==> src/rectangle_union_area_top_defines.svh <==
// Assertion macros used by the top-level RTL file.
`ifndef RECTANGLE_UNION_AREA_TOP_DEFINES_SVH
`define RECTANGLE_UNION_AREA_TOP_DEFINES_SVH

// Implication in the same cycle.
`define RUA_ASSERT_NOW(lbl, ante, cons) \
  lbl: assert property (@(posedge clk) disable iff (rst) (ante) |-> (cons)) \
    else $error("rua assertion failed");

// Implication in the following cycle.
`define RUA_ASSERT_NEXT(lbl, ante, cons) \
  lbl: assert property (@(posedge clk) disable iff (rst) (ante) |=> (cons)) \
    else $error("rua assertion failed");

`endif

==> src/rua_ram.sv <==
`timescale 1ns / 1ps

module rua_ram #(
  parameter int WIDTH = 8,
  parameter int DEPTH = 16,
  parameter int AW    = (DEPTH > 1) ? $clog2(DEPTH) : 1
) (
  input  logic             clk,
  input  logic             wr_en,
  input  logic [AW-1:0]    wr_addr,
  input  logic [WIDTH-1:0] wr_data,
  input  logic [AW-1:0]    rd_addr,
  output logic [WIDTH-1:0] rd_data
);

  logic [WIDTH-1:0] mem [DEPTH];

  always_ff @(posedge clk) begin
    if (wr_en) begin
      mem[wr_addr] <= wr_data;
    end
    rd_data <= mem[rd_addr];
  end

endmodule

==> config.mk <==
export PLATFORM = sky130hd
export DESIGN_NAME = rua_ram
export DESIGN_NICKNAME = d
export VERILOG_FILES = /design/src/rectangle_union_area_top_defines.svh /design/src/rua_ram.sv
export SDC_FILE = /design/constraint.sdc
export NUM_CORES = 1
export LEC_CHECK = 0
export BUFFER_PORTS_ARGS = -buffer_cell sky130_fd_sc_hd__buf_2
export CAP_MARGIN = 20
export CORE_MARGIN = 2
export CORE_UTILIZATION = 57
export CTS_BUF_LIST = sky130_fd_sc_hd__clkbuf_8
export DETAILED_ROUTE_END_ITERATION = 10
export PLACE_DENSITY = 0.78
export SETUP_SLACK_MARGIN = 0.5
export SLEW_MARGIN = 20
export SYNTH_ARGS = -nofsm -noshare
export SYNTH_HDL_FRONTEND = slang
export SYNTH_SLANG_ARGS = --single-unit
==> constraint.sdc <==
create_clock -name clk -period 1.6 [get_ports clk]
set_input_delay 0.08 -clock clk [delete_from_list [all_inputs] [get_ports clk]]
set_output_delay 0.08 -clock clk [all_outputs]
set_load 0.01 [all_outputs]
# == Yosys cells after proc, flatten, opt, wreduce, memory -nomap -nowiden ==
# Memory sizes are Yosys's and may differ from the RTL's. A register that Yosys moved wholly into a read port is not among the register bits.
# Index checks and enable logic that the tools add are counted.
# word_totals
reg_bits,0
latchBits,0
memories,1
input_bits,18
mem_bits_rw,128
mem_bits_ro,0
out_inout_bits,8
# op_classes
eq_ne,0
order_cmp,0
div,0
n_mux,2
n_bitwise,0
mul,0
n_shift,0
addsub,0
n_reduce_logical,0
# mem_list
name,words,word_bits,read_ports,rd_clocked_by_memory_dff,write_ports,line,source
mem,16,8,1,1,1,rua_ram.sv:16,logic [WIDTH-1:0] mem [DEPTH];
# op_table
cell,n
1-bit 2-to-1 mux,2

# == Longest topological paths before layout ==
# Gate-level depths: netlist of run 1.
# logic_depth
depth_word,2
depth_mapped,5
depth_no_buf,3

# == Worst setup path after synthesis of run 1 ==
# No wires, ideal clock.
# synth_timing
path_kind,input to register
startpoint,in wr_addr[2]
endpoint,mem mem[0][0] (enable)
path_buffers,0
setup_time_ns,0.383
arrival_ns,1.190
stages,2
slack_ns,0.027
cell_sequence,or3b_2 nor3_1
# synth_lines
element,line,source
"start, declared",rua_ram.sv:10,"input logic [AW-1:0] wr_addr,"
"end, declared",rua_ram.sv:16,
# No word-level cell before the write port.

==> results of run 1 <==
==> stage by stage <==
stage               std cells  setup slack [ns]
finish                    403             0.303
global route              403             0.271
CTS                       403             0.329
detailed placement        371             0.116
global placement          371             0.125
floorplan                 229             0.387
==> power by group <==
part	switching, mW	leakage [nW]	internal, mW
logic	0.228	0.539	0.179
registers	0.0271	1.22	3.98
clock network	1.29	0.196	1.48
total	1.54	1.96	5.64
==> registers in the layout, indices dropped and copies added, names as in the netlist <==
name / cells
mem: 128
rd_data: 8
==> cells by family after synthesis <==
group | share of synthesized area (%)
mux | 15.0
compound gates | 2.33
simple gates | 3.18
flops | 77.8
buf+inv | 1.68
==> cells in the mapped netlist <==
cell type	instances
a22oi_1	16
edfxtp_1	128
and2b_1	1
clkdlybuf4s25_2	3
mux4_2	18
or3b_2	1
mux4_1	14
and2_1	1
dfxtp_1	8
nor2b_1	1
nand3b_1	2
nand3_1	1
buf_6	3
buf_4	1
nand2_1	9
nand2b_1	2
buf_2	3
nor3_1	4
nor2_1	13
==> worst min-delay path by stage <==
stage	start	endpoint	slack [ns]	cells past startpoint
after floorplan	wr_data[0]	mem[0][0]	0.18	0
after global placement	wr_data[3]	mem[9][3]	0.46	1
after detailed placement	rd_data[1]	rd_data[1]	0.48	1
after CTS	wr_data[3]	mem[8][3]	0.01	1
after global routing	wr_data[6]	mem[10][6]	0.02	1
final	wr_data[5]	mem[2][5]	0.04	1
==> cell type report <==
class | instances | area (sq um)
flip-flops and latches | 136 | 4000
fillers | 550 | 2770
multi-input cells | 83 | 1100
repair buffers | 44 | 305
clock buffers | 19 | 262
clock inverters | 13 | 146
well taps | 108 | 135
==> metal layers <==
metal  vias up  wire length (um)  track usage [%]
li1       1072                 -                -
met1      1239              3800             30.0
met2       105              4580             31.4
met3         5               824             4.18
met4         0                55             8.43
met5         -                 0                0
==> repair_timing <==
action / 4_1_cts / 5_1_grt
endpoints found under the setup margin: 8 / 8
pin swaps: 0 / 0
hold buffers: 0 / 0
gates resized for setup: 8 / 0
==> flow_summary.ini, run 1 <==
[synthesis]
synth_area_leaders = edfxtp_1 75%, mux4_2 7.9%, mux4_1 7.1%
yosysUniqueCellTypes = 19
ys_ff_latch = 136
synthCells = 229
synth_top_area_share_pct = 74.7
ys.warnings.count = 0
synth_area_sq_um = 5150
syn_area_per_cell_sq_um = 22.5
synthesis.nets = 247
yosysSeqAreaShare_pct = 77.8
yosysTopAreaCell = edfxtp_1

[grt]
grt_max_degree = 33
grt_pass1_wl_um = 14100
grt_pass1_vias = 2458
grt_overflow = 0
grt_usage_pct = 20.6
antenna_found_initial = 0

[route]
postRouteAntennaNets = 0
vias = 2421
dr.pass1.iters = 5
drt_iter0_markers = 155
vias_per_cell = 6.01
drc = 0
wirelength_um = 9260
wl_per_cell_um = 23.0

[worst_setup_path]
reg2reg_depth = 3
max_stage_delay_ns = 0.49
setup.worst_path.end_class = flip-flop
arrival_ns = 1.61
cp.depth = 3
cp-startpoint = mem[0][2]
critPathTopFamily = multiplexers
cp_max_fo = 1
endpoint = rd_data[2]
cp_cell_sequence = mux4_2, a22oi_2, nand2_1
crit_required_ns = 1.91
critPathSlowestCell = mux4_2
r2r_end = rd_data[2]
critPathKind = reg -> reg
critPathBufInv = 0
r2r_start = mem[0][2]
r2r_slack_ns = 0.30
startpoint_type = flip-flop

[clock_network]
h-tree-depth = 4
clkSinkCount = 136
post_cts_buffers = 0
clkSlewWorstSetupHoldPaths_ns = 0.08
worstSkewPairLatency_ns = 0.42
cts-root-buf = clkbuf_8
numCtsBuffers = 17
ctsLongestPathBuffers = 2
tritoncts = done

[job]
maxCapViolations = 0

[final_layout]
final_common_cell = edfxtp_1
syn2layout_area_growth_pct = 15.6
finish.utilization_pct = 68.2
layout_common_cells = 128 x edfxtp_1, 32 x mux4_2, 25 x buf_2
n_antenna_cell = 0
drive_gt1_share_pct = 41.7
fin_area_sq_um = 5950
nNetsFinal = 300

[timing]
slew_viol_final = 0
slew_headroom_pct = 68.4
tns_ns = 0
fmaxAchievable_ghz = 0.771
setup_violations = 0
fin_crit_sh_pct = 81.1
hold-worst-slack_ns = 0.0417
worst_pin_slew_ns = 0.475
fin_crit_ns = 1.30
rsz0062_at_grt = true
hold_viol_final = 0
skew_ns = 0.00940

[power]
p_total_mw = 7.18
power_density_nw_per_um2 = 1210
ir_worst_vdd_mv = 0.672
leakage_nw = 1.96

[floorplanning]
fp.dieW_um = 99.0
initial_core_util_pct = 59.0
ios = 26
core_area_sq_um = 8720
rows = 34
die-area_sq_um = 9810
fp.dieH_um = 99.0

[placement]
place.gp.congestion = 0.778
io_buffers = 25
dpl_cell_area_sq_um = 5500
post-dp-hpwl_um = 5880

[min_path]
hold_class = in -> reg

[status]
status = finished clean
Note: power is estimated with default switching activity, not from simulation.
==> inputs of run 2 (changes only) <==
--- a/config.mk
+++ b/config.mk
@@ -5,10 +5,11 @@
 export SDC_FILE = /design/constraint.sdc
 export NUM_CORES = 1
 export LEC_CHECK = 0
+export ABC_AREA = 1
 export BUFFER_PORTS_ARGS = -buffer_cell sky130_fd_sc_hd__buf_2
 export CAP_MARGIN = 20
 export CORE_MARGIN = 2
-export CORE_UTILIZATION = 57
+export CORE_UTILIZATION = 60
 export CTS_BUF_LIST = sky130_fd_sc_hd__clkbuf_8
 export DETAILED_ROUTE_END_ITERATION = 10
 export PLACE_DENSITY = 0.78
==> constraint.sdc (replaced) <==
create_clock -name clk -period 1.3 [get_ports clk]
set_input_delay 0.065 -clock clk [delete_from_list [all_inputs] [get_ports clk]]
set_output_delay 0.065 -clock clk [all_outputs]
set_load 0.01 [all_outputs]
==> run 2 against run 1 <==
  * Utilization up 5.1 points
  * Register-to-register slack better by 0.03 ns
  * Combinational power up 82%
  * Synthesized area up 12%
  * Critical path depth up 3
  * Worst setup slack better by 0.030 ns
  * Critical endpoint is now rd_data[1]
  * Largest power group unchanged
  * Sequential share of layout area down 8.4 points
  * Synthesized cell count up 140%
  * Clock power up 15%
  * First-iteration DRC count up 140%
==> flow_summary.ini, run 2 <==
[timing]
setup_violations = 0
hold-worst-slack_ns = 0.0176
slew_headroom_pct = 71.3
fin_crit_ns = 0.968
fmaxAchievable_ghz = 1.03
tns_ns = 0
slew_viol_final = 0
fin_crit_sh_pct = 74.4
skew_ns = 0.0117
hold_viol_final = 0
rsz0062_at_grt = true
worst_pin_slew_ns = 0.429

[synthesis]
post-synth-top-count-cell = nand2_1
synth_commonest_cells = 173 x nand2_1, 128 x edfxtp_1, 100 x inv_1, 97 x nand3_1, 17 x nor2_1
yosysSeqAreaShare_pct = 69.4
yosysUniqueCellTypes = 12
synth_top_area_share_pct = 66.7
synth_area_leaders = edfxtp_1 67%, nand2_1 11%, nand3_1 8.4%
syn_area_per_cell_sq_um = 10.5
yosys_most_used_dff = edfxtp_1
synthCells = 551
ys_ff_latch = 136
synth_area_sq_um = 5770
synthesis.nets = 569
yosysTopAreaCell = edfxtp_1
synth-edff-count = 128
ys.warnings.count = 0
synthArstFlopShare_pct = 0

[floorplanning]
fp.dieH_um = 102
initial_core_util_pct = 62.1
fp.dieW_um = 102
core_area_sq_um = 9280
ios = 26
die-area_sq_um = 10400
rows = 35

[clock_network]
ctsLongestPathBuffers = 2
worstSkewPairLatency_ns = 0.44
tritoncts = done
h-tree-depth = 4
numCtsBuffers = 17
clkSlewWorstSetupHoldPaths_ns = 0.08
cts-root-buf = clkbuf_8
clkSinkCount = 136

[worst_setup_path]
critPathKind = reg -> reg
r2r_start = mem[3][1]
reg2reg_depth = 6
arrival_ns = 1.29
startpoint_type = flip-flop
cp_max_fo = 1
r2r_end = rd_data[1]
r2r_slack_ns = 0.33
crit_required_ns = 1.62
setup.worst_path.end_class = flip-flop

[min_path]
hold_class = in -> reg
hold_path_end = rd_data[5]
hp-start = rd_addr[2]
hold_depth = 4

[grt]
grt_overflow = 0
grt_max_degree = 65
grt_pass1_wl_um = 20300
antenna_found_initial = 0
grt_usage_pct = 27.2
grt_pass1_vias = 3952

[power]
ir_worst_vdd_mv = 0.781
power_density_nw_per_um2 = 1300
leakage_nw = 2.90

[final_layout]
largest_register = mem
drive_gt1_share_pct = 24.3
regArea_sq_um = 4010
finish.utilization_pct = 73.3
largest_reg_flops = 128
fin_cells = 731
final_common_cell = nand2_1
n_antenna_cell = 0
nNetsFinal = 607
fillerInstances = 651
top_regs = mem x128, rd_data x8
layout_common_cells = 168 x nand2_1, 128 x edfxtp_1, 100 x inv_1
syn2layout_area_growth_pct = 18.0
multiInputGateArea_sq_um = 1540

[route]
top_layer_used = met4
dr.pass1.iters = 5
wl_met3_um = 915
wirelength_um = 12700
vias = 3901
wl_met2_um = 6190
wl_met1_um = 5210
postRouteAntennaNets = 0
drc = 0
drt_iter0_markers = 377
wl_per_cell_um = 17.4
vias_per_cell = 5.34

[job]
maxCapViolations = 0

[placement]
io_buffers = 25
place.gp.congestion = 0.967
post-dp-hpwl_um = 7790
dp.cells = 696

[status]
status = finished clean
==> run 2: cell types whose count changed in the layout (fill, tap and decap cells not counted), moves of 5 or more <==
| cell | change |
|---|---|
| a22oi_2 | -8 |
| nor2_1 | -10 |
| nand3_1 | +51 |
| dfxtp_2 | +5 |
| nand3_2 | +45 |
| buf_6 | +5 |
| nand2_1 | +159 |
| nor2_4 | +6 |
| inv_1 | +99 |
| a22oi_1 | -8 |
| dfxtp_1 | -5 |
| buf_2 | -5 |
| mux4_2 | -32 |
| nor2_2 | +8 |
==> run 2: timing repair <==
item | CTS | global route
pin swaps | 33 | 12
hold buffers | 2 | 0
hold endpoints to repair | 6 | 0
gates resized for setup | 37 | 18
setup buffers | 0 | 1
setup endpoints to repair | 16 | 24
==> run 2: worst max path at each step <==
stage / from / endpoint / slack [ns] / depth (start not counted)
after floorplan: wr_addr[2] / mem[10][0] / 0.36 / 2
after global placement: wr_addr[3] / mem[4][5] / 0.15 / 4
after detailed placement: wr_addr[3] / mem[6][5] / 0.10 / 4
after CTS: rd_data[1] / rd_data[1] / 0.32 / 1
after global routing: mem[0][1] / rd_data[1] / 0.28 / 6
final: mem[3][1] / rd_data[1] / 0.33 / 6
==> run 2: worst max-delay path, cell delays in order (launching register included) <==
cell and delay, ns:
edfxtp_1 0.38, nand2_1 0.08, nand2_1 0.06, nand2_1 0.07
nand3_2 0.09, nand3_2 0.11, nand2_1 0.07
==> run 2: report_power, final <==
group	internal (mW)	leakage (nW)	total (mW)	switching [mW]
Combinational	0.240	1.51	0.740	0.500
Clock	1.51	0.170	3.18	1.67
Sequential	4.90	1.22	4.93	0.0332
Total	6.65	2.90	8.85	2.20
==> run 2: metrics by stage <==
stage                     setup WS, ns  total power [mW]  instance area, sq um
after floorplan                  0.361              5.40                  5870
after global placement           0.147              5.65                  6160
after detailed placement         0.103              5.67                  6160
after CTS                        0.325              8.84                  6720
after global routing             0.276              9.11                  6810
final                            0.332              8.85                  6810
==> run 2: cell type report <==
cell class	instances	share of cell area, %
sequential	136	58.9
multi-input combinational	289	22.7
inverter	102	5.62
timing repair buffer	43	5.09
clock buffer	17	3.44
tap	129	2.37
clock inverter	15	1.87
==> run 2: logic make-up after synthesis <==
family                 count (synthesis)  share of synthesized area [%]
AND/OR/NAND/NOR                      289                           21.0
flip-flops                           136                           69.4
buffers and inverters                126                           9.52
==> run 2: per-layer routing <==
layer	global-route usage, %	up-vias
met5	0	-
met4	12.2	0
met3	5.95	29
met2	43.1	157
met1	36.5	1863
li1	-	1852
==> inputs of run 3 (changes only) <==
--- a/config.mk
+++ b/config.mk
@@ -5,7 +5,7 @@
 export SDC_FILE = /design/constraint.sdc
 export NUM_CORES = 1
 export LEC_CHECK = 0
-export ABC_AREA = 1
+export ABC_AREA = 0
 export BUFFER_PORTS_ARGS = -buffer_cell sky130_fd_sc_hd__buf_2
 export CAP_MARGIN = 20
 export CORE_MARGIN = 2
==> constraint.sdc (replaced) <==
create_clock -name clk -period 0.95 [get_ports clk]
set_input_delay 0.0475 -clock clk [delete_from_list [all_inputs] [get_ports clk]]
set_output_delay 0.0475 -clock clk [all_outputs]
set_load 0.01 [all_outputs]
==> run 3 against run 2 <==
  * The flow now finishes with violations (setup timing)
  * Count of clock-buffer cells in the layout stayed put
  * Fmax fell by 27%
  * First-iteration DRC count shrank 59%
  * Die area is 10% lower
  * Sequential cell count stayed put
  * Design area fell by 3.5%
  * Largest cell class unchanged
  * Highest routed layer unchanged
==> flow_summary.ini, run 3 (synthesized netlist as in run 1, its figures left out) <==
[route]
wirelength_um = 10200
drt_iter0_markers = 156
wl_per_cell_um = 24.0
drc = 0
vias_per_cell = 6.07
postRouteAntennaNets = 0
vias = 2587
dr.pass1.iters = 4

[placement]
io_buffers = 25
dp.cells = 392
place.gp.congestion = 0.782
post-dp-hpwl_um = 6470

[worst_setup_path]
reg2reg_depth = 3
r2r_end = rd_data[6]
r2r_start = mem[11][6]
cp_max_fo = 1
startpoint_type = flip-flop
arrival_ns = 1.63
critPathKind = reg -> reg
crit_required_ns = 1.25
r2r_slack_ns = -0.37
setup.worst_path.end_class = flip-flop

[final_layout]
n_antenna_cell = 0
fin_cells = 426
largest_register = mem
multiInputGateArea_sq_um = 1210
drive_gt1_share_pct = 49.8
nNetsFinal = 326
final_common_cell = edfxtp_1
top_regs = mem x128, rd_data x8
regArea_sq_um = 4010
syn2layout_area_growth_pct = 27.6
fillerInstances = 386
layout_common_cells = 128 x edfxtp_1, 32 x mux4_2, 26 x buf_12
largest_reg_flops = 128

[clock_network]
h-tree-depth = 4
cts-root-buf = clkbuf_8
worstSkewPairLatency_ns = 0.41
numCtsBuffers = 17
clkSinkCount = 136
ctsLongestPathBuffers = 2
tritoncts = done
clkSlewWorstSetupHoldPaths_ns = 0.07

[status]
violations = setup timing
status = complete, but fails checks

[power]
power_density_nw_per_um2 = 1830
ir_worst_vdd_mv = 0.924
p_total_mw = 12.1
leakage_nw = 2.19

[timing]
worst_pin_slew_ns = 0.863
slew_headroom_pct = 42.2
setup_ws_ns = -0.374
fin_crit_ns = 1.32
slew_viol_final = 0
rsz0062_at_grt = true
setup_violations = 9
skew_ns = 0.00531
hold_viol_final = 0
fin_crit_sh_pct = 139
fmaxAchievable_ghz = 0.755

[grt]
grt_pass1_wl_um = 15900
grt_max_degree = 20
grt_overflow = 0
grt_pass1_vias = 2769
antenna_found_initial = 0
grt_usage_pct = 23.7

[min_path]
hold_class = in -> reg
hp-start = wr_data[3]
hold_depth = 1
hold_path_end = mem[12][3]

[floorplanning]
initial_core_util_pct = 62.3
rows = 33
die-area_sq_um = 9340
ios = 26
fp.dieW_um = 96.6
fp.dieH_um = 96.6
core_area_sq_um = 8260

[job]
maxCapViolations = 0
## run 3: cell type report
type | count | share of cell area, %
flip-flops and latches | 136 | 61.0
clock buffers | 17 | 3.56
clock inverters | 15 | 2.11
well taps | 105 | 2.00
multi-input cells | 83 | 18.5
repair buffers | 70 | 12.9
## run 3: per-stage QoR
step	hold WS, ns	util, %	setup slack (ns)	area, sq um	TNS, ns
floorplan	0.146	-	-0.201	5270	-9.38
global placement	0.431	73.3	-0.601	6060	-28.27
detailed placement	0.438	73.3	-0.601	6060	-29.80
CTS	-0.00802	79.2	-0.358	6540	-2.83
global route	0.00476	79.5	-0.400	6570	-3.02
finish	0.00789	79.5	-0.374	6570	-2.74
## run 3: critical path, stage by stage, from the launching register on
cell and delay, ns:
edfxtp_1 0.39, mux4_2 0.49, a22oi_2 0.25, nand2_1 0.08
## run 3: what timing repair did
item / in CTS / in global routing
resized for setup: 21 / 7
setup endpoints to repair: 144 / 144
gates cloned: 0 / 0
endpoints found under the hold margin: 22 / 0
setup buffers: 2 / 0
pin swaps: 9 / 2
## run 3: worst max path at each step
stage,startpoint,to,depth (start not counted)
2_1_floorplan,wr_addr[2],mem[0][0],2
3_3_place_gp,rd_addr[0],rd_data[6],6
3_5_place_dp,rd_addr[0],rd_data[6],6
4_1_cts,mem[3][3],rd_data[3],3
5_1_grt,mem[3][3],rd_data[3],3
6_report,mem[11][6],rd_data[6],3
## run 3: power by group
part / internal [mW] / leakage (nW) / switching [mW] / total, mW
Sequential: 6.70 / 1.22 / 0.0461 / 6.75
Clock: 2.28 / 0.179 / 2.09 / 4.37
Combinational: 0.469 / 0.786 / 0.460 / 0.929
## run 3: layer usage
metal / GRT usage [%] / part of all wire (%)
met5: 0 / 0
met4: 12.2 / 4.0
met2: 38.1 / 52
met3: 5.27 / 5.7
met1: 30.7 / 38
