`src/rectangle_union_area_top_defines.svh`:
```
// Assertion macros used by the top-level RTL file.
`ifndef RECTANGLE_UNION_AREA_TOP_DEFINES_SVH
`define RECTANGLE_UNION_AREA_TOP_DEFINES_SVH

// Implication in the same cycle.
`define RUA_ASSERT_NOW(lbl, ante, cons) \
  lbl: assert property (@(posedge clk) disable iff (rst) (ante) |-> (cons)) \
    else $error("rua assertion failed");

// Implication in the following cycle.
`define RUA_ASSERT_NEXT(lbl, ante, cons) \
  lbl: assert property (@(posedge clk) disable iff (rst) (ante) |=> (cons)) \
    else $error("rua assertion failed");

`endif

```
`src/rua_pkg.sv`:
```
`timescale 1ns / 1ps

package rua_pkg;

  localparam int CW            = 15;
  localparam int AREA_W        = 31;
  localparam int COORD_SPAN_DEF = 32768;
  localparam int MAX_RECTS_DEF = 1024;
  localparam int RECT_W        = 4 * CW;

  typedef enum logic [3:0] {
    S_CLEAR,
    S_IDLE,
    S_RD,
    S_EVAL,
    S_ROW_RD,
    S_ROW_WR,
    S_MUL,
    S_ACC,
    S_DONE
  } state_t;

  typedef struct packed {
    logic clr;
    logic mul;
    logic acc;
  } mac_ctl_t;

endpackage

```
`src/rua_mac.sv`:
```
`timescale 1ns / 1ps

module rua_mac #(
  parameter int ROWS_W = 16
) (
  input  logic                     clk,
  input  logic                     rst,
  input  rua_pkg::mac_ctl_t        ctl,
  input  logic [rua_pkg::CW-1:0]   dx,
  input  logic [ROWS_W-1:0]        rows,
  output logic [rua_pkg::AREA_W-1:0] acc
);

  localparam int PW = rua_pkg::CW + ROWS_W;
  localparam int SW = PW + rua_pkg::AREA_W;

  logic [PW-1:0] prod;
  logic [SW-1:0] sum;

  assign sum = SW'(acc) + SW'(prod);

  always_ff @(posedge clk) begin
    if (ctl.mul) begin
      prod <= PW'(dx) * PW'(rows);
    end
  end

  always_ff @(posedge clk) begin
    if (rst || ctl.clr) begin
      acc <= '0;
    end else if (ctl.acc) begin
      acc <= sum[rua_pkg::AREA_W-1:0];
    end
  end

endmodule
```
`config.mk`:
```
export PLATFORM = sky130hd
export DESIGN_NAME = rua_mac
export DESIGN_NICKNAME = d
export VERILOG_FILES = /design/src/rectangle_union_area_top_defines.svh /design/src/rua_pkg.sv /design/src/rua_mac.sv
export SDC_FILE = /design/constraint.sdc
export NUM_CORES = 1
export LEC_CHECK = 0
export ABC_CLOCK_PERIOD_IN_PS = 8600
export BUFFER_PORTS_ARGS = -buffer_cell sky130_fd_sc_hd__buf_2
export CAP_MARGIN = 40
export CELL_PAD_IN_SITES_DETAIL_PLACEMENT = 1
export CELL_PAD_IN_SITES_GLOBAL_PLACEMENT = 1
export CORE_MARGIN = 5
export CORE_UTILIZATION = 50
export CTS_BUF_LIST = sky130_fd_sc_hd__clkbuf_8 sky130_fd_sc_hd__clkbuf_16
export DETAILED_ROUTE_END_ITERATION = 16
export GPL_ROUTABILITY_DRIVEN = 1
export PLACE_DENSITY_LB_ADDON = 0.1
export SYNTH_ARGS = -nofsm -noshare
export SYNTH_HDL_FRONTEND = slang
export SYNTH_SLANG_ARGS = --single-unit
```
`constraint.sdc`:
```
create_clock -name clk -period 8.6 [get_ports clk]
set_input_delay 0.86 -clock clk [delete_from_list [all_inputs] [get_ports clk]]
set_output_delay 0.86 -clock clk [all_outputs]
set_load 0.005 [all_outputs]
```
# Word level (Yosys, flattened, before mapping)
# Cells that the tools add are included.
# Widths: inputs -> output; s select.
[totals]
register_bits = 62
output_inout_bits = 31
[classes]
addsub = 1
mul = 1
reduce_logical = 1
[op_table]
columns = ["op", "count"]
rows = [
  ["$add 31x31->31", 1],
  ["$mul 15x16->31", 1],
  ["$logic_or 1x1->1", 1],
]

# Logic depth before layout (Yosys ltp)
# Gate-level depths: netlist (run 1).
[logic_depth]
ltp_word = 1
ltp_mapped = 23

# Least setup slack after synthesis (run 1)
# Ideal clock, no wire load.
[synth_path]
path_type = "input to register"
start = "input dx[0] (netlist bit)"
end = "register prod[20] (data pin)"
t_arrival_ns = 6.036
t_required_ns = 8.335
slack_ns = 2.299
cell_stages = 23
n_path_buf = 1
cell_sequence = "clkbuf_1 and2_1 fa_1 inv_1 fa_1 inv_1 fa_1 inv_1 fa_1 inv_1 fa_1 inv_1 fa_1 inv_1 ha_1 and3_1 and3_1 a21o_1 o22ai_1 nor2_1 nor2b_1 o21ai_0 xor2_1"
[synth_via]
elab_chain_len = 1
[synth_lines]
columns = ["item", "line", "rtl"]
rows = [
  ["start, declared", "rua_mac.sv:9", "input logic [rua_pkg::CW-1:0] dx,"],
  ["$mul 15x16->31", "rua_mac.sv:24", "prod <= PW'(dx) * PW'(rows);"],
  ["end signal, assigned", "rua_mac.sv:24", ""],
  ["end, declared", "rua_mac.sv:17", "logic [PW-1:0] prod;"],
]
# No other way between the ends.
# A chain may end at the register's enable or synchronous reset.

# Worst setup path in the final report (run 1)
[layout_path]
start = "input dx[0] (netlist bit)"
end = "register prod[30] (data pin)"
# The elaborated chain is that of the path after synthesis.

==> summary.md, run 1 <==
| Metric | Value |
|---|---|
| Total grt overflow | `0` |
| Max FO, Critical Path | `16` |
| LEAKAGE | `0.00625 µW` |
| Critical path startpoint category | `input port` |
| Post-synthesis mux area share | `0.00608` |
| Number of port buffers | `66` |
| Final min period | `around 6.6 ns` |
| Arr. time, crit path | `6.68 ns` |
| Total Nets Final | `1646` |
| Total wire length | `29.9 mm` |
| RSZ-0062 raised after global routing | `no` |
| Ys Warns | `0` |
| Setup TNS | `0 ns` |
| Vias in the first global route | `9777` |
| Sequential Power Share | `0.119` |
| Netlist cell types | `63` |
| Synth area leaders | `fa_1 31%, ha_1 14%, edfxtp_1 8.1%` |
| TritonCTS clock tree | `yes` |
| Switch share | `0.498` |
| Final Slew Violations | `0` |
| Register bit total from synthesis | `62` |
| IO Count | `67` |
| Post-DP HPWL | `around 25 mm` |
| Die Wd | `162 µm` |
| Drt pass-1 iters | `4` |
| Period utilization | `0.768` |
| Layout cells sized above 1 | `0.0764` |
| Number of diodes | `0` |
| CTS resizes | `0` |
| Clk_skew | `0.00994 ns` |
| Number of synthesized flops with an enable pin | `31` |
| Ys flop type | `edfxtp_1` |
| CTS H-tree depth | `3` |
| CTS Sinks | `62` |
| Latest clock arrival within the worst-skew pair | `0.33 ns` |
| Commonest non-fill, non-tap cell in the layout | `inv_1` |
| CTS Buf Count | `9` |
| Die area | `26200 µm²` |
| # rows | `55` |
| Largest net degree at the start of global routing | `32` |
| Simple-gate share of the synthesized area | `0.167` |
| Peak supply drop | `282 µV` |
| Antenna viol nets, final | `0` |
| Clock tree buffer depth | `2` |
| Initial Utilization | `0.509` |
| Syn Inst Count | `1277` |
| Outcome | `complete, no violations` |
| Gate power share | `0.805` |
| Core area | `22600 µm²` |
| Syn_area_per_cell | `9.02 µm²` |
| Postcts setup bufs | `0` |
| Via/cell ratio | `between 5 and 6` |
| Largest family of logic cells by synthesized area | `adder cells` |
| Hold buffers post-CTS | `0` |
| Compound-Gate Fraction of Synth Area | `0.114` |
| NetSw | `2690 µW` |
| Sequential cell area fraction in the yosys report | `0.135` |
| Final hold vios | `0` |
| Kind of critical path | `input port to flip-flop` |
| First-pass GRT wire length | `between 50 and 60 mm` |
| Relative slew slack | `0.509` |
| DRC violations left | `0` |
| Root Buffer | `clkbuf_16` |
| Final setup vio count | `0` |
| P_int | `2710 µW` |
| Max cap viols | `0` |
| Slew @ Worst Pin | `0.733 ns` |
| Fin util | `0.546` |
| RD Place Congestion | `0.848` |
| Power per Cell Area | `roughly 440 nW/µm²` |
| Leading area contributor after synthesis | `fa_1` |
| Synth-to-Final Area Change | `7.31%` |
| Syn Nets | `1619` |
| Area of the mapped netlist | `11500 µm²` |
| HP Class | `flip-flop to flip-flop` |
| Iteration-0 DRC Markers | `roughly 380` |
| Clk pwr share | `0.077` |
| Req. time, crit path | `8.67 ns` |
| Initial antenna violation count | `0` |
| CP endpoint kind | `flip-flop` |
| Max Freq | `151 MHz` |
| Most frequent cells in the layout | `224 x inv_1, 181 x fa_1, 144 x nand2_1` |
| Die height | `approximately 160 µm` |
| Post-synthesis adder-cell area fraction | `0.450` |
| GRT Util Overall | `0.237` |
| Synth Area in XOR/XNOR | `0.0380` |
| Post-synthesis async set-or-reset flop share | `0` |
| Vias | `8712` |
| Reg clk slew, reported paths | `~0.050 ns` |
| Post-synth top area share | `0.315` |
| Wire per inst | `18.8 µm` |
==> metal layers <==
metal	global-route usage	vias up	share of wire
met5	0	-	0
met4	0.0554	0	0.019
met3	0.0183	28	0.027
met2	0.417	147	0.49
met1	0.321	4398	0.46
li1	-	4139	-
==> final timing paths <==
check / end / slack (ns) / depth (start not counted) / start
setup / recovery: prod[30]$_DFFE_PP_ / 1.99 / 22 / dx[0]
hold / removal: acc[29]$_SDFFE_PP0P_ / 0.48 / 2 / acc[29]$_SDFFE_PP0P_
setup reg to reg: acc[30]$_SDFFE_PP0P_ / 5.95 / 11 / prod[0]$_DFFE_PP_
hold reg to reg: acc[29]$_SDFFE_PP0P_ / 0.48 / 2 / acc[29]$_SDFFE_PP0P_
==> registers in the layout, indices dropped and copies added (netlist names) <==
signal	count
acc	31
prod	31
==> synth_stat cells (4+ instances only) <==
| master | number |
|---|---|
| a21o_1 | 30 |
| o21ai_0 | 32 |
| o21a_1 | 7 |
| and3_1 | 8 |
| fa_1 | 181 |
| inv_1 | 224 |
| nand2_1 | 144 |
| nor3_1 | 6 |
| nor2b_1 | 4 |
| a211oi_1 | 7 |
| mux2i_1 | 7 |
| o21ai_1 | 4 |
| a31oi_1 | 5 |
| xnor2_1 | 35 |
| ha_1 | 125 |
| nand3_1 | 8 |
| nand4_1 | 12 |
| buf_2 | 4 |
| dfxtp_1 | 31 |
| clkbuf_1 | 44 |
| nor2_1 | 42 |
| xor2_1 | 15 |
| o21bai_1 | 12 |
| a21oi_1 | 62 |
| and2_1 | 142 |
| edfxtp_1 | 31 |
| o211ai_1 | 6 |
==> power by group through the flow <==
stage,clock [µW],sequential [µW],combinational (µW)
after CTS,422,642,4370
after detailed placement,0,647,4330
after global placement,0,643,4170
final,415,641,4350
after floorplan,0,632,3290
after global routing,435,651,4940
==> layout make-up <==
| type | count | area (µm²) |
|---|---|---|
| clock buffer | 10 | 239 |
| clock inverter | 6 | 109 |
| fill | 2690 | 10300 |
| inverter | 224 | 841 |
| multi-input combinational | 941 | 8940 |
| sequential | 62 | 1550 |
| tap | 285 | 357 |
| timing repair buffer | 66 | 330 |
==> critical path, stage by stage <==
cell,delay (ns)
buf_2,0.19
and2_1,0.21
fa_1,0.54
inv_1,0.05
fa_1,0.53
inv_1,0.06
fa_1,0.50
inv_1,0.06
fa_1,0.53
inv_1,0.05
fa_1,0.47
inv_1,0.05
fa_1,0.48
inv_1,0.04
ha_1,0.34
and3_1,0.24
and3_1,0.18
a21o_1,0.20
o21ai_0,0.44
nand3_1,0.18
a311oi_1,0.35
xnor2_1,0.12
==> metrics by stage <==
step	cell area, µm²	std cells	total power [µW]	setup slack [ns]	hold WS, ns
after floorplan	11500	1277	3920	2.30	0.459
after global placement	12000	1578	4810	1.79	0.468
after detailed placement	12000	1578	4970	1.61	0.471
after CTS	12400	1594	5440	1.97	0.481
after global routing	12400	1594	6030	1.76	0.530
final	12400	1594	5400	1.99	0.479
==> kinds of logic after synthesis <==
kind of cell             after synthesis
AND/OR/NAND/NOR                      381
adder cells (fa/ha/maj)              306
buffers and inverters                274
AO/OA/AOI/OAI                        197
flip-flops                            62
XOR/XNOR                              50
multiplexers                           7
(Power assumes the default switching activity.)
==> run 2, diff against run 1 <==
--- a/config.mk
+++ b/config.mk
@@ -5,7 +5,7 @@
 export SDC_FILE = /design/constraint.sdc
 export NUM_CORES = 1
 export LEC_CHECK = 0
-export ABC_CLOCK_PERIOD_IN_PS = 8600
+export ABC_CLOCK_PERIOD_IN_PS = 6700
 export BUFFER_PORTS_ARGS = -buffer_cell sky130_fd_sc_hd__buf_2
 export CAP_MARGIN = 40
 export CELL_PAD_IN_SITES_DETAIL_PLACEMENT = 1
==> constraint.sdc (replaced) <==
create_clock -name clk -period 6.7 [get_ports clk]
set_input_delay 0.67 -clock clk [delete_from_list [all_inputs] [get_ports clk]]
set_output_delay 0.67 -clock clk [all_outputs]
set_load 0.005 [all_outputs]
==> run 2 against run 1 <==
Compared with the run above:
- hold slack better by 0.0090 ns
- sequential share of layout area about the same
- clock power is essentially flat
- die area unchanged
- flip-flop and latch count is the same
- routed wire length increased by 1.0%
- critical path type unchanged
- utilization increased by 0.083 points
- count of clock-buffer cells in the layout unchanged
==> summary.md, run 2 (same netlist as run 1, synthesis figures left out) <==
| Metric | Value |
|---|---|
| Outcome | `complete, no violations` |
| Number of port buffers | `66 (unchanged)` |
| First-pass GRT wire length | `50.5 mm (+0.90%)` |
| Wire per inst | `18.8 µm (+0.22%)` |
| RD Place Congestion | `0.854 (+0.74%)` |
| Synth-to-Final Area Change | `7.47%` |
| Vias in the first global route | `9793 (+0.16%)` |
| Latest clock arrival within the worst-skew pair | `0.34 ns (about the same)` |
| Arr. time, crit path | `6.23 ns (-0.45 ns)` |
| CTS H-tree depth | `3 (unchanged)` |
| Final min period | `6.14 ns` |
| Biggest regs | `acc x31, prod x31` |
| Slew @ Worst Pin | `0.786 ns (+0.0531 ns)` |
| Critical path startpoint category | `input port` |
| Max FO, Critical Path | `15 (-1)` |
| Largest net degree at the start of global routing | `32 (unchanged)` |
| Final hold slack | `0.488 ns (+0.00901 ns)` |
| # rows | `55 (unchanged)` |
| Final setup vio count | `0 (unchanged)` |
| Max Freq | `~160 MHz` |
| Antenna viol nets, final | `0 (unchanged)` |
| Final Slew Violations | `0 (unchanged)` |
| Die Wd | `162 µm (unchanged)` |
| Commonest non-fill, non-tap cell in the layout | `inv_1` |
| Postcts setup bufs | `0 (unchanged)` |
| Initial antenna violation count | `0 (unchanged)` |
| Max cap viols | `0 (unchanged)` |
| Total grt overflow | `0 (unchanged)` |
| HP Class | `flip-flop to flip-flop` |
| CTS Sinks | `62 (unchanged)` |
| Total Nets Final | `1659 (+0.79%)` |
| Reg clk slew, reported paths | `0.05 ns (about the same)` |
| Drt pass-1 iters | `5 (+1)` |
| CTS resizes | `0 (unchanged)` |
| Via/cell ratio | `5.51 (+0.89%)` |
| TritonCTS clock tree | `yes` |
| Vias | `8861 (+1.7%)` |
| Clock tree buffer depth | `2 (unchanged)` |
| DRC violations left | `0 (unchanged)` |
| Iteration-0 DRC Markers | `533 (+40%)` |
| Relative slew slack | `0.474 (-0.0355)` |
| Kind of critical path | `input port to flip-flop` |
| Peak supply drop | `403 µV (+43%)` |
| Die area | `26200 µm² (unchanged)` |
| Clk_skew | `0.00848 ns (-0.00147 ns)` |
| RSZ-0062 raised after global routing | `no` |
| Initial Utilization | `0.509 (unchanged)` |
| GRT Util Overall | `0.240 (+0.00306)` |
| CP endpoint kind | `flip-flop` |
| Root Buffer | `clkbuf_16` |
| Period utilization | `0.917` |
| Total wire length | `30.2 mm (+1.0%)` |
| Req. time, crit path | `6.79 ns (-1.88 ns)` |
| Power per Cell Area | `550 nW/µm² (+26%)` |
| Hold buffers post-CTS | `0 (unchanged)` |
| Layout cells sized above 1 | `0.0840 (+0.00757)` |
| IO Count | `67 (unchanged)` |
| Setup TNS | `0 ns (unchanged)` |
| Post-DP HPWL | `25.2 mm (+0.72%)` |
| Most frequent cells in the layout | `225 x inv_1, 181 x fa_1, 144 x nand2_1` |
| Final hold vios | `0 (unchanged)` |
| Die height | `162 µm (unchanged)` |
| CTS Buf Count | `9 (unchanged)` |
| Core area | `22600 µm² (unchanged)` |
| LEAKAGE | `0.00627 µW (+0.42%)` |
| Number of diodes | `0 (unchanged)` |
[run 2: stage by stage]
stage / setup slack [ns] / utilization / power [µW] / std cells / instance area [µm²]
after floorplan: 0.589 / - / 5030 / 1277 / 11500
after global placement: 0.307 / 0.535 / 6180 / 1591 / 12100
after detailed placement: 0.147 / 0.535 / 6380 / 1591 / 12100
after CTS: 0.503 / 0.547 / 6840 / 1607 / 12400
after global routing: 0.259 / 0.547 / 7630 / 1607 / 12400
final: 0.555 / 0.547 / 6810 / 1607 / 12400
[run 2: worst paths after layout]
kind                   startpoint                    to  slack, ns  cells after the start
max reg2reg     prod[0]$_DFFE_PP_  acc[30]$_SDFFE_PP0P_       4.03                     11
min reg2reg  acc[27]$_SDFFE_PP0P_  acc[27]$_SDFFE_PP0P_       0.49                      2
min          acc[27]$_SDFFE_PP0P_  acc[27]$_SDFFE_PP0P_       0.49                      2
max                         dx[0]    prod[29]$_DFFE_PP_       0.56                     22
[run 2: report_power, final]
part / total, µW / switching, µW / internal [µW]
Combinational: 5580 / 3240 / 2340
Clock: 415 / 160 / 255
Sequential: 821 / 54.9 / 766
Total: 6810 / 3450 / 3360
[run 2: critical path: stages]
cell and delay, ns:
buf_2 0.13, buf_4 0.19, and2_1 0.19, fa_1 0.54, inv_1 0.06, fa_1 0.53
inv_1 0.05, fa_1 0.49, fa_1 0.51, fa_1 0.49, inv_1 0.05, fa_1 0.47
inv_1 0.05, ha_1 0.35, a21oi_1 0.20, o211ai_1 0.11, a21oi_1 0.27, o311a_1 0.25
o221ai_1 0.13, a21oi_1 0.25, o21ai_1 0.11, xor2_1 0.14
[run 2: cell type report]
class / count / area, µm²
clock buffers: 10 / 239
clock inverters: 6 / 30.0
fillers: 2652 / 10300
inverters: 224 / 841
multi-input cells: 941 / 8940
flip-flops and latches: 62 / 1550
well taps: 285 / 357
repair buffers: 79 / 428
[run 2: routing by layer]
layer,wire length [µm],track usage,share of wire,vias up
met1,13700,0.321,0.45,4478
li1,-,-,-,4147
met4,503,0.0554,0.017,0
met2,14800,0.415,0.49,203
met5,0,0,0,-
met3,1280,0.0355,0.042,33
==> run 3, diff against run 2 <==
--- a/config.mk
+++ b/config.mk
@@ -6,16 +6,16 @@
 export NUM_CORES = 1
 export LEC_CHECK = 0
 export ABC_CLOCK_PERIOD_IN_PS = 6700
-export BUFFER_PORTS_ARGS = -buffer_cell sky130_fd_sc_hd__buf_2
 export CAP_MARGIN = 40
 export CELL_PAD_IN_SITES_DETAIL_PLACEMENT = 1
 export CELL_PAD_IN_SITES_GLOBAL_PLACEMENT = 1
 export CORE_MARGIN = 5
-export CORE_UTILIZATION = 50
+export CORE_UTILIZATION = 52
 export CTS_BUF_LIST = sky130_fd_sc_hd__clkbuf_8 sky130_fd_sc_hd__clkbuf_16
 export DETAILED_ROUTE_END_ITERATION = 16
+export DONT_BUFFER_PORTS = 1
 export GPL_ROUTABILITY_DRIVEN = 1
-export PLACE_DENSITY_LB_ADDON = 0.1
+export PLACE_DENSITY = 0.87
 export SYNTH_ARGS = -nofsm -noshare
 export SYNTH_HDL_FRONTEND = slang
 export SYNTH_SLANG_ARGS = --single-unit
==> run 3 against run 2 <==
Compared with the run above:
- global-route usage rose by 1.1 points
- critical path type unchanged
- clock power rose by 12%
- count of clock-buffer cells in the layout fell by 1
- non-clock buffer count fell by 79
- via count fell by 1.5%
- largest power group unchanged
- register-to-register slack got worse by 0.09 ns
- utilization rose by 0.20 points
- first-iteration DRC count fell by 21%
- combinational power rose by 2%
==> summary.md, run 3 (same netlist as run 1, synthesis figures left out) <==
| Metric | Value |
|---|---|
| Outcome | `complete, no violations` |
| TritonCTS clock tree | `yes` |
| Arr. time, crit path | `6.20 ns (-0.03 ns)` |
| LEAKAGE | `0.00592 µW (-5.6%)` |
| Die area | `25200 µm² (-3.6%)` |
| Biggest regs | `acc x31, prod x31` |
| Clock tree buffer depth | `2 (unchanged)` |
| CTS Buf Count | `9 (unchanged)` |
| Hold buffers post-CTS | `0 (unchanged)` |
| Vias | `8726 (-1.5%)` |
| Initial antenna violation count | `0 (unchanged)` |
| Max Freq | `163 MHz (+0.38%)` |
| Die Wd | `159 µm (-1.8%)` |
| Layout cells sized above 1 | `0.0274 (-0.0566)` |
| Max cap viols | `0 (unchanged)` |
| CTS resizes | `0 (unchanged)` |
| Wire per inst | `20.7 µm (+9.8%)` |
| Via/cell ratio | `5.73 (+3.9%)` |
| Most frequent cells in the layout | `224 x inv_1, 181 x fa_1, 144 x nand2_1` |
| First-pass GRT wire length | `51.9 mm (+2.9%)` |
| Relative slew slack | `0.458 (-0.0157)` |
| Peak supply drop | `608 µV (+51%)` |
| Max FO, Critical Path | `16 (+1)` |
| Synth-to-Final Area Change | `3.97%` |
| RSZ-0062 raised after global routing | `no` |
| CTS H-tree depth | `3 (unchanged)` |
| # rows | `54 (-1.8%)` |
| Power per Cell Area | `584 nW/µm² (+6.1%)` |
| Critical path startpoint category | `input port` |
| Total grt overflow | `0 (unchanged)` |
| Vias in the first global route | `10000 (+2.1%)` |
| Final Slew Violations | `0 (unchanged)` |
| Drt pass-1 iters | `5 (unchanged)` |
| Final hold vios | `0 (unchanged)` |
| Total Nets Final | `1580 (-4.8%)` |
| Placed inst area | `11700 µm² (-3.6%)` |
| Post-DP HPWL | `26.0 mm (+3.3%)` |
| DRC violations left | `0 (unchanged)` |
| Fin util | `0.549 (+0.00201)` |
| Reg clk slew, reported paths | `0.06 ns (about the same)` |
| GRT Util Overall | `0.251 (+0.0113)` |
| R2R setup slack | `3.94 ns (-0.09 ns)` |
| RD Place Congestion | `0.901 (+5.4%)` |
| Req. time, crit path | `6.77 ns (-0.02 ns)` |
| Root Buffer | `clkbuf_16` |
| Final Cell Area | `12000 µm² (-3.3%)` |
| HP Class | `input port to flip-flop` |
| CP endpoint kind | `flip-flop` |
| Slew @ Worst Pin | `0.810 ns (+0.0235 ns)` |
| Period utilization | `0.914 (-0.00348)` |
| Core area | `21800 µm² (-3.6%)` |
| Number of diodes | `0 (unchanged)` |
| Total wire length | `31.5 mm (+4.1%)` |
| Postcts setup bufs | `0 (unchanged)` |
| Fillcell total | `2522 (-4.9%)` |
| Antenna viol nets, final | `0 (unchanged)` |
| Seq. cell area | `1550 µm² (unchanged)` |
| Latest clock arrival within the worst-skew pair | `0.33 ns (about the same)` |
| IO Count | `67 (unchanged)` |
| Setup TNS | `0 ns (unchanged)` |
| Die height | `159 µm (-1.8%)` |
| CTS Sinks | `62 (unchanged)` |
| Number of port buffers | `0 (-100%)` |
| Final hold slack | `0.429 ns (-0.0592 ns)` |
| Largest net degree at the start of global routing | `32 (unchanged)` |
| Initial Utilization | `0.528 (+0.0191)` |
| Final setup vio count | `0 (unchanged)` |
| Multi-input combinational cell area | `8940 µm² (unchanged)` |
| Clk_skew | `0.00905 ns (+0.000578 ns)` |
| Iteration-0 DRC Markers | `421 (-21%)` |
| Commonest non-fill, non-tap cell in the layout | `inv_1` |
| Final min period | `6.12 ns (-0.0233 ns)` |
| Kind of critical path | `input port to flip-flop` |
-- run 3: cell types whose count changed in the layout (fill, tap and decap cells not counted), sizes merged --
| cell | delta |
|---|---|
| buf | -79 |
| clkinv | +2 |
| bufinv | +1 |
| clkinvlp | -1 |
| clkbuf | -1 |
| inv | -1 |
-- run 3: critical path: stages --
cell      delay [ns]
and2_1          0.16
fa_1            0.53
inv_1           0.05
fa_1            0.52
inv_1           0.05
fa_1            0.50
inv_1           0.06
fa_1            0.53
inv_1           0.05
fa_1            0.47
inv_1           0.05
fa_1            0.48
inv_1           0.04
ha_1            0.33
and3_1          0.23
and3_1          0.18
a21o_1          0.20
o21ai_0         0.40
nand3_1         0.17
a311oi_1        0.38
xnor2_1         0.13
-- run 3: report_power, final --
group          switching, µW  internal [µW]
Sequential              70.3            767
Clock                    174            289
Combinational           3370           2330
Total                   3620           3380
-- run 3: area by class of cell --
class	count	area share
Multi-Input combinational cell	941	0.746
Inverter	224	0.0702
Clock inverter	7	0.00627
Clock buffer	9	0.0188
Tap cell	280	0.0292
Sequential cell	62	0.130
-- run 3: metal layers --
metal,GRT usage,vias up,part of all wire,wire [µm]
met4,0.0814,0,0.032,1010
met2,0.447,210,0.51,16100
li1,-,3998,-,-
met3,0.0340,61,0.041,1280
met1,0.316,4457,0.41,13100
met5,0,-,0,0
-- run 3: through the flow --
stage	cells	setup slack, ns	total power (µW)
3_3_place_gp	1507	0.421	6090
3_5_place_dp	1507	0.281	6410
5_1_grt	1523	0.433	7690
4_1_cts	1523	0.602	6990
2_1_floorplan	1277	0.589	5030
6_report	1523	0.579	7000
-- run 3: final timing paths --
path | startpoint | to | cells past startpoint
worst min-delay path | ctl[0] | acc[25]$_SDFFE_PP0P_ | 1
worst max-delay path | dx[0] | prod[30]$_DFFE_PP_ | 21
worst max register to register | prod[0]$_DFFE_PP_ | acc[30]$_SDFFE_PP0P_ | 11
worst min register to register | acc[29]$_SDFFE_PP0P_ | acc[29]$_SDFFE_PP0P_ | 2
